--- src/rtl/icc_seg_pkg.sv ---
// Shared types, codes and header byte table for the ICC APP2 segmenter.
package icc_seg_pkg;

  localparam int SEG_W = 16;
  localparam int REM_W = 24;
  localparam int IDX_W = 5;
  localparam int FIFO_DEPTH = 4;
  localparam int FIFO_AW = $clog2(FIFO_DEPTH);

  // Position of the data byte behind an 18-byte header
  localparam logic [IDX_W-1:0] DATA_IDX = IDX_W'(18);

  localparam logic [7:0] MARKER_PREFIX = 8'hFF;
  localparam logic [7:0] MARKER_APP2 = 8'hE2;
  localparam logic [SEG_W-1:0] LEN_EXTRA = SEG_W'(16);

  localparam logic [7:0] ICC_TAG [12] = '{
    8'h49, 8'h43, 8'h43, 8'h5F, 8'h50, 8'h52,
    8'h4F, 8'h46, 8'h49, 8'h4C, 8'h45, 8'h00
  };

  typedef logic [1:0] kind_t;
  localparam kind_t KIND_DATA = 2'd0;
  localparam kind_t KIND_HDR = 2'd1;
  localparam kind_t KIND_OVR = 2'd2;

  typedef struct packed {
    kind_t kind;
    logic [7:0] data;
    logic done;
    logic [SEG_W-1:0] seglen;
    logic [7:0] seq;
    logic [7:0] count;
  } seg_cmd_t;

  function automatic logic [7:0] hdr_byte(input logic [IDX_W-1:0] idx, input seg_cmd_t c);
    logic [IDX_W-1:0] t;
    logic [7:0] b;
    t = idx - IDX_W'(4);
    unique case (idx) inside
      IDX_W'(0): b = MARKER_PREFIX;
      IDX_W'(1): b = MARKER_APP2;
      IDX_W'(2): b = c.seglen[15:8];
      IDX_W'(3): b = c.seglen[7:0];
      [IDX_W'(4):IDX_W'(15)]: b = ICC_TAG[t[3:0]];
      IDX_W'(16): b = c.seq;
      IDX_W'(17): b = c.count;
      default: b = c.data;
    endcase
    return b;
  endfunction

endpackage

--- src/rtl/icc_profile_app2_segmenter.sv ---
// ICC profile to JPEG APP2 marker framer, top level.
// Throughput: one beat out per cycle while out_stall is low; a byte that opens a segment yields 19 beats
//   (18 header beats, then the data beat), every other byte yields one beat.
// Path from input accept to the first output beat: the queue, then the output register.
// A profile_length write is accepted at once (cfg_ready stays high) and loads the
//   marker count at that edge; in_stall is held while cfg_valid is high.
// Reset (rst_n low, synchronous): profile_length 1, marker count 1, queue and output empty.
module icc_profile_app2_segmenter #(
  parameter int MAX_SEGMENT_DATA = 65519
) (
  input  logic clk,
  input  logic rst_n,
  input  logic in_valid,
  input  logic [7:0] in_profile_byte,
  output logic in_stall,
  input  logic cfg_valid,
  input  logic [23:0] cfg_profile_length,
  output logic cfg_ready,
  output logic out_valid,
  input  logic out_stall,
  output logic [7:0] out_byte,
  output logic out_run_last,
  output logic out_profile_done,
  output logic out_overrun
);
  import icc_seg_pkg::*;

  seg_cmd_t wr_cmd, rd_cmd;
  logic push, pop, empty, full;

  // Front: classify each beat as header-opening, plain data or overrun
  icc_seg_front #(.MAX_SEGMENT_DATA(MAX_SEGMENT_DATA)) u_front (
    .clk(clk), .rst_n(rst_n),
    .in_valid(in_valid), .in_profile_byte(in_profile_byte), .in_stall(in_stall),
    .cfg_valid(cfg_valid), .cfg_profile_length(cfg_profile_length),
    .cfg_ready(cfg_ready),
    .full(full), .push(push), .cmd(wr_cmd)
  );

  // Queue decouples input acceptance from header expansion
  icc_seg_fifo u_fifo (
    .clk(clk), .rst_n(rst_n),
    .push(push), .wr_cmd(wr_cmd), .pop(pop), .rd_cmd(rd_cmd),
    .empty(empty), .full(full)
  );

  // Back: emit header beats, then the data beat, through the output register
  icc_seg_back u_back (
    .clk(clk), .rst_n(rst_n),
    .cmd(rd_cmd), .empty(empty), .pop(pop),
    .out_valid(out_valid), .out_stall(out_stall), .out_byte(out_byte),
    .out_run_last(out_run_last), .out_profile_done(out_profile_done),
    .out_overrun(out_overrun)
  );

endmodule

--- src/rtl/icc_seg_div.sv ---
// Marker count: ceil(length / segment size) by reciprocal multiply, registered on a write.
module icc_seg_div #(
  parameter int MAX_SEGMENT_DATA = 65519
) (
  input  logic clk,
  input  logic rst_n,
  input  logic start,
  input  logic [icc_seg_pkg::REM_W-1:0] length,
  output logic [7:0] count
);
  import icc_seg_pkg::*;

  localparam int DQ_W = REM_W + 1;
  localparam int SHIFT = DQ_W + $clog2(MAX_SEGMENT_DATA);
  localparam int RCP_W = DQ_W + 2;
  localparam int PROD_W = DQ_W + RCP_W;
  localparam logic [DQ_W-1:0] ROUND_UP = DQ_W'(MAX_SEGMENT_DATA - 1);
  // ceil(2^SHIFT / segment size): exact floor quotient for any DQ_W-bit numerator
  localparam logic [63:0] RECIP_FULL =
    ((64'd1 << SHIFT) + 64'(MAX_SEGMENT_DATA - 1)) / 64'(MAX_SEGMENT_DATA);
  localparam logic [RCP_W-1:0] RECIP = RCP_W'(RECIP_FULL);

  logic [DQ_W-1:0] num;
  logic [PROD_W-1:0] prod;
  logic [7:0] count_r;

  always_comb begin
    num = {1'b0, length} + ROUND_UP;
    prod = PROD_W'(num) * PROD_W'(RECIP);
  end

  always_ff @(posedge clk) begin
    if (!rst_n) begin
      count_r <= 8'd1;
    end else if (start) begin
      count_r <= prod[SHIFT+7:SHIFT];
    end
  end

  assign count = count_r;

endmodule

--- src/rtl/icc_seg_front.sv ---
// Front end: accept profile bytes, track segments, queue one command per beat.
module icc_seg_front #(
  parameter int MAX_SEGMENT_DATA = 65519
) (
  input  logic clk,
  input  logic rst_n,
  input  logic in_valid,
  input  logic [7:0] in_profile_byte,
  output logic in_stall,
  input  logic cfg_valid,
  input  logic [23:0] cfg_profile_length,
  output logic cfg_ready,
  input  logic full,
  output logic push,
  output icc_seg_pkg::seg_cmd_t cmd
);
  import icc_seg_pkg::*;

  localparam logic [REM_W-1:0] MAX_SEG = REM_W'(MAX_SEGMENT_DATA);

  logic [REM_W-1:0] rem_r, rem_nxt;
  logic [SEG_W-1:0] seg_left_r, seg_left_nxt;
  logic [7:0] seq_r, seq_nxt;
  logic [REM_W-1:0] seg;
  logic cfg_we, accept;
  logic [7:0] count;

  icc_seg_div #(.MAX_SEGMENT_DATA(MAX_SEGMENT_DATA)) u_div (
    .clk(clk), .rst_n(rst_n), .start(cfg_we), .length(cfg_profile_length),
    .count(count)
  );

  assign cfg_ready = 1'b1;
  assign cfg_we = cfg_valid & cfg_ready;
  assign in_stall = full | cfg_valid;
  assign accept = in_valid & ~in_stall;
  assign push = accept;

  always_comb begin
    seg = (rem_r > MAX_SEG) ? MAX_SEG : rem_r;
    rem_nxt = rem_r;
    seg_left_nxt = seg_left_r;
    seq_nxt = seq_r;
    cmd.kind = KIND_DATA;
    cmd.data = in_profile_byte;
    cmd.done = (rem_r == REM_W'(1));
    cmd.seglen = seg[SEG_W-1:0] + LEN_EXTRA;
    cmd.seq = seq_r;
    cmd.count = count;
    if (rem_r == '0) begin
      // Profile complete: drop the byte, flag it
      cmd.kind = KIND_OVR;
      cmd.data = 8'h00;
      cmd.done = 1'b0;
    end else begin
      rem_nxt = rem_r - REM_W'(1);
      if (seg_left_r == '0) begin
        cmd.kind = KIND_HDR;
        seg_left_nxt = seg[SEG_W-1:0] - SEG_W'(1);
        seq_nxt = seq_r + 8'd1;
      end else begin
        seg_left_nxt = seg_left_r - SEG_W'(1);
      end
    end
  end

  always_ff @(posedge clk) begin
    if (!rst_n) begin
      rem_r <= REM_W'(1);
      seg_left_r <= '0;
      seq_r <= 8'd1;
    end else if (cfg_we) begin
      rem_r <= cfg_profile_length;
      seg_left_r <= '0;
      seq_r <= 8'd1;
    end else if (accept) begin
      rem_r <= rem_nxt;
      seg_left_r <= seg_left_nxt;
      seq_r <= seq_nxt;
    end
  end

endmodule

--- src/rtl/icc_seg_fifo.sv ---
// Small command queue between front and back end.
module icc_seg_fifo (
  input  logic clk,
  input  logic rst_n,
  input  logic push,
  input  icc_seg_pkg::seg_cmd_t wr_cmd,
  input  logic pop,
  output icc_seg_pkg::seg_cmd_t rd_cmd,
  output logic empty,
  output logic full
);
  import icc_seg_pkg::*;

  seg_cmd_t mem_r [FIFO_DEPTH];
  logic [FIFO_AW-1:0] wr_ptr_r, rd_ptr_r;
  logic [FIFO_AW:0] fill_r;

  assign empty = (fill_r == '0);
  assign full = (fill_r == (FIFO_AW+1)'(FIFO_DEPTH));
  assign rd_cmd = mem_r[rd_ptr_r];

  always_ff @(posedge clk) begin
    if (push) begin
      mem_r[wr_ptr_r] <= wr_cmd;
    end
  end

  always_ff @(posedge clk) begin
    if (!rst_n) begin
      wr_ptr_r <= '0;
      rd_ptr_r <= '0;
      fill_r <= '0;
    end else begin
      if (push) begin
        wr_ptr_r <= wr_ptr_r + FIFO_AW'(1);
      end
      if (pop) begin
        rd_ptr_r <= rd_ptr_r + FIFO_AW'(1);
      end
      if (push && !pop) begin
        fill_r <= fill_r + (FIFO_AW+1)'(1);
      end else if (pop && !push) begin
        fill_r <= fill_r - (FIFO_AW+1)'(1);
      end
    end
  end

endmodule

--- src/rtl/icc_seg_back.sv ---
// Back end: expand queued commands into marker bytes through an output register.
module icc_seg_back (
  input  logic clk,
  input  logic rst_n,
  input  icc_seg_pkg::seg_cmd_t cmd,
  input  logic empty,
  output logic pop,
  output logic out_valid,
  input  logic out_stall,
  output logic [7:0] out_byte,
  output logic out_run_last,
  output logic out_profile_done,
  output logic out_overrun
);
  import icc_seg_pkg::*;

  logic [IDX_W-1:0] idx_r, idx;
  logic out_valid_r;
  logic [7:0] byte_r;
  logic last_r, done_r, over_r;
  logic load, is_last;

  assign idx = (cmd.kind == KIND_HDR) ? idx_r : DATA_IDX;
  assign is_last = (idx == DATA_IDX);
  assign load = ~empty & (~out_valid_r | ~out_stall);
  assign pop = load & is_last;

  always_ff @(posedge clk) begin
    if (!rst_n) begin
      out_valid_r <= 1'b0;
      idx_r <= '0;
    end else begin
      if (load) begin
        out_valid_r <= 1'b1;
        idx_r <= is_last ? '0 : idx_r + IDX_W'(1);
      end else if (!out_stall) begin
        out_valid_r <= 1'b0;
      end
    end
  end

  always_ff @(posedge clk) begin
    if (load) begin
      byte_r <= hdr_byte(idx, cmd);
      last_r <= is_last;
      done_r <= is_last & cmd.done;
      over_r <= is_last & (cmd.kind == KIND_OVR);
    end
  end

  assign out_valid = out_valid_r;
  assign out_byte = byte_r;
  assign out_run_last = last_r;
  assign out_profile_done = done_r;
  assign out_overrun = over_r;

endmodule

--- config.mk ---
export PLATFORM = sky130hd
export DESIGN_NAME = icc_profile_app2_segmenter
export DESIGN_NICKNAME = d
export VERILOG_FILES = /design/src/rtl/icc_seg_pkg.sv /design/src/rtl/icc_profile_app2_segmenter.sv /design/src/rtl/icc_seg_div.sv /design/src/rtl/icc_seg_front.sv /design/src/rtl/icc_seg_fifo.sv /design/src/rtl/icc_seg_back.sv
export SDC_FILE = /design/constraint.sdc
export NUM_CORES = 1
export LEC_CHECK = 0
export ABC_AREA = 1
export BUFFER_PORTS_ARGS = -buffer_cell sky130_fd_sc_hd__buf_2
export CELL_PAD_IN_SITES_DETAIL_PLACEMENT = 0
export CELL_PAD_IN_SITES_GLOBAL_PLACEMENT = 2
export CORE_UTILIZATION = 43
export DETAILED_ROUTE_END_ITERATION = 12
export GPL_ROUTABILITY_DRIVEN = 0
export PLACE_DENSITY_LB_ADDON = 0.1
export SYNTH_ARGS = -nofsm -noshare
export SYNTH_HDL_FRONTEND = slang
export SYNTH_SLANG_ARGS = --single-unit
--- constraint.sdc ---
create_clock -name clk -period 16.7 [get_ports clk]
set_input_delay 0 -clock clk [delete_from_list [all_inputs] [get_ports clk]]
set_output_delay 0 -clock clk [all_outputs]
set_load 0.02 [all_outputs]
==> metrics.csv <==
metric;value;unit
status;finished clean;
vias per cell;5.19;
Seq/Total Area, Yosys;39.8;%
root buffer cell;clkbuf_16;
DRT iter0 DRCs;781;
RSZ-0062 raised after global routing;no;
Die ar.;0.0413;mm²
Post-Syn Area;0.0174;mm²
total power;2450;µW
YS warnings;0;
initial antenna violation count;1;
synthesis-to-layout area growth;12.3;%
synth top area cells;edfxtp_1 (32%), ha_1 (15%), dfxtp_1 (8.2%), nand2_1 (7.0%), inv_1 (6.9%);
Core Region;0.0398;mm²
Gate Count Post-Synth;2010;
CP peak stage delay;0.56;ns
number of global-route vias before repair;13650;
Fmax;147;MHz
CTS tree;built;
Port-buffer cells;49;
min Tclk post-route;6.79;ns
DRT Pass-1 Iters;5;
TritonCTS Sinks;254;
TNS Setup;0;ns
I/O Pins;51;
Worst Path Required;17.22;ns
Primary FF master, synth;edfxtp_1;
post-synthesis register bit count;254;
drt drc;0;
worst slew pin tran;1.03;ns
largest net degree at the start of global routing;79;
Place WS;10.32;ns
fin. max-slew vios;0;
via count;13711;
CTS max path bufs;3;
clock edge transition at the registers on the reported setup and hold paths;0.06;ns
total routed wirelength;48600;µm
CP arrival;7.31;ns
clock latency on the worst-skew pair;0.57;ns
MaxCap Viol Count;0;
die width;203;µm
Final nets;2385;
CP Max Fanout;8;
Crit Path Class;input pin to flip-flop;
fin util;49.1;%
layout cells sized above 1;7.70;%
dpl hpwl;36300;µm
clock skew;0.0117;ns
total CTS buffers;29;
CP endpoint kind;flip-flop;
gr usage total;23.9;%
# setup viols final;0;
Final Hold Fails;0;
syn nets;2300;
Die Span Y;203;µm
Ant. Diodes;0;
WL per Instance;18.4;µm
crit path launch type;input pin;
Final period util;40.7;%
final worst slack;9.91;ns
cell taking the most area after synthesis;edfxtp_1;
Async S/R FF share, synth;0;%
first-pass GRT wire length;75900;µm
hold slack;0.306;ns
post-route ant nets;0;
worst min-delay path class;input pin to flip-flop;
post-CTS sizing;0;
Cell Rows;73;
H-tree depth;1;
Filler cells;3904;
count of cell types in the netlist;56;
buffer count from post-CTS setup fixing;0;
critical path's slowest cell;dlygate4sd3_1;
total gr overflow;0;
power per standard cell area;125;mW/mm²
Peak VDD IR;0.0801;mV
worst relative slew slack;31.0;%
post-synth top area share;31.6;%
EDFF count, synth;183;
starting density of the core;43.7;%
Post-Synthesis Mean Instance Area;8.66;µm²
P_leak;0.00886;µW
## where the power goes
group / total (µW) / switching (µW) / leakage, µW / internal (µW)
combinational: 1070 / 722 / 0.00618 / 346
clock: 608 / 265 / 0.000440 / 344
sequential: 773 / 27.5 / 0.00223 / 745
## kinds of logic after synthesis
family                   share of synthesized area (%)
AO/OA/AOI/OAI                                     11.3
XOR/XNOR                                          2.01
adder cells (fa/ha/maj)                           20.0
buffers and inverters                             8.26
flip-flops                                        39.8
other                                           0.0216
AND/OR/NAND/NOR                                   18.7
## final cells by class
class / instances / area [µm²] / area share (%)
sequential: 254 / 6920 / 35.4
timing repair buffer: 104 / 763 / 3.91
tap: 525 / 657 / 3.36
clock inverter: 17 / 150 / 0.768
clock buffer: 36 / 762 / 3.90
inverter: 322 / 1210 / 6.19
multi-input combinational: 1384 / 9080 / 46.5
## routing by layer
layer | vias to the layer above | global-route usage (%) | wire length (µm)
met5 | - | 0 | 13
met4 | 2 | 5.80 | 1050
met3 | 59 | 4.41 | 2680
met2 | 275 | 39.5 | 22200
met1 | 6473 | 32.4 | 22600
li1 | 6902 | - | -
## worst max-delay path, delay by kind of cell
kind,cells,cell delay (ns)
XOR/XNOR,1,0.44
AO/OA/AOI/OAI,5,0.91
AND/OR/NAND/NOR,8,1.20
buffers and inverters,6,1.63
adder cells (fa/ha/maj),9,3.09
## stage by stage
| stage | instance area (µm²) | instances |
|---|---|---|
| CTS | 19500 | 2642 |
| global route | 19500 | 2642 |
| global placement | 18200 | 2547 |
| finish | 19500 | 2642 |
| floorplan | 17400 | 2010 |
| detailed placement | 18200 | 2547 |
## state kept, by name, summed over array words and instances (netlist names), named ones only
| register | cells |
|---|---|
| u_back.out_run_last | 1 |
| u_back.out_byte | 8 |
| u_front.seq_r | 8 |
| u_front.seg_left_r | 16 |
| u_fifo.fill_r | 3 |
| u_front.rem_r | 24 |
| u_back.out_valid | 1 |
| u_back.out_profile_done | 1 |
| u_back.out_overrun | 1 |
| u_back.idx_r | 5 |
| u_fifo.rd_ptr_r | 2 |
| u_front.u_div.count | 8 |
| u_fifo.wr_ptr_r | 2 |
| u_fifo.mem_r | 172 |
## synthesized netlist by cell type (9+ instances only)
library cell and n:
a211oi_1 9, a21oi_1 98, a31oi_1 18, clkbuf_1 31, dfxtp_1 71, edfxtp_1 183, fa_1 42, ha_1 211
inv_1 318, nand2_1 323, nand3_1 96, nand4_1 15, nor2_1 226, nor2_2 11, nor2_4 9, nor3_1 31
o211ai_1 11, o21ai_0 131, o22ai_1 28, xor2_1 34
## final timing paths
path | from | endpoint | slack (ns) | cells after the start
min | in_profile_byte[1] | u_fifo.mem_r[2][34]$_DFFE_PP_ | 0.31 | 4
max reg2reg | flip-flop | u_back.out_byte[5]$_DFFE_PP_ | 12.00 | 15
min reg2reg | u_fifo.rd_ptr_r[0]$_SDFFE_PN0P_ | flip-flop | 0.46 | 2
max | cfg_profile_length[1] | u_front.u_div.count[5]$_SDFFE_PN0P_ | 9.91 | 29
## cells in the final DEF, fill, tap and decap left out, types with 11 or more instances in the layout
cell / instances
nor2_1: 222
nand4_1: 15
nor2_4: 13
nand3_1: 96
inv_1: 317
o211ai_1: 11
dfxtp_1: 70
a21oi_1: 98
xor2_1: 34
a31oi_1: 17
nand2_1: 323
edfxtp_1: 183
ha_1: 211
o22ai_1: 28
fa_1: 42
nor3_1: 31
dlygate4sd3_1: 42
o21ai_0: 131
nor2_2: 11
clkbuf_16: 29
buf_2: 49
buf_4: 13
## what timing repair did
item | CTS | global route
hold buffers | 42 | 0
hold endpoints to repair | 71 | 0
endpoints found under the setup margin | 0 | 0
Power figures use the tool's default switching activity.
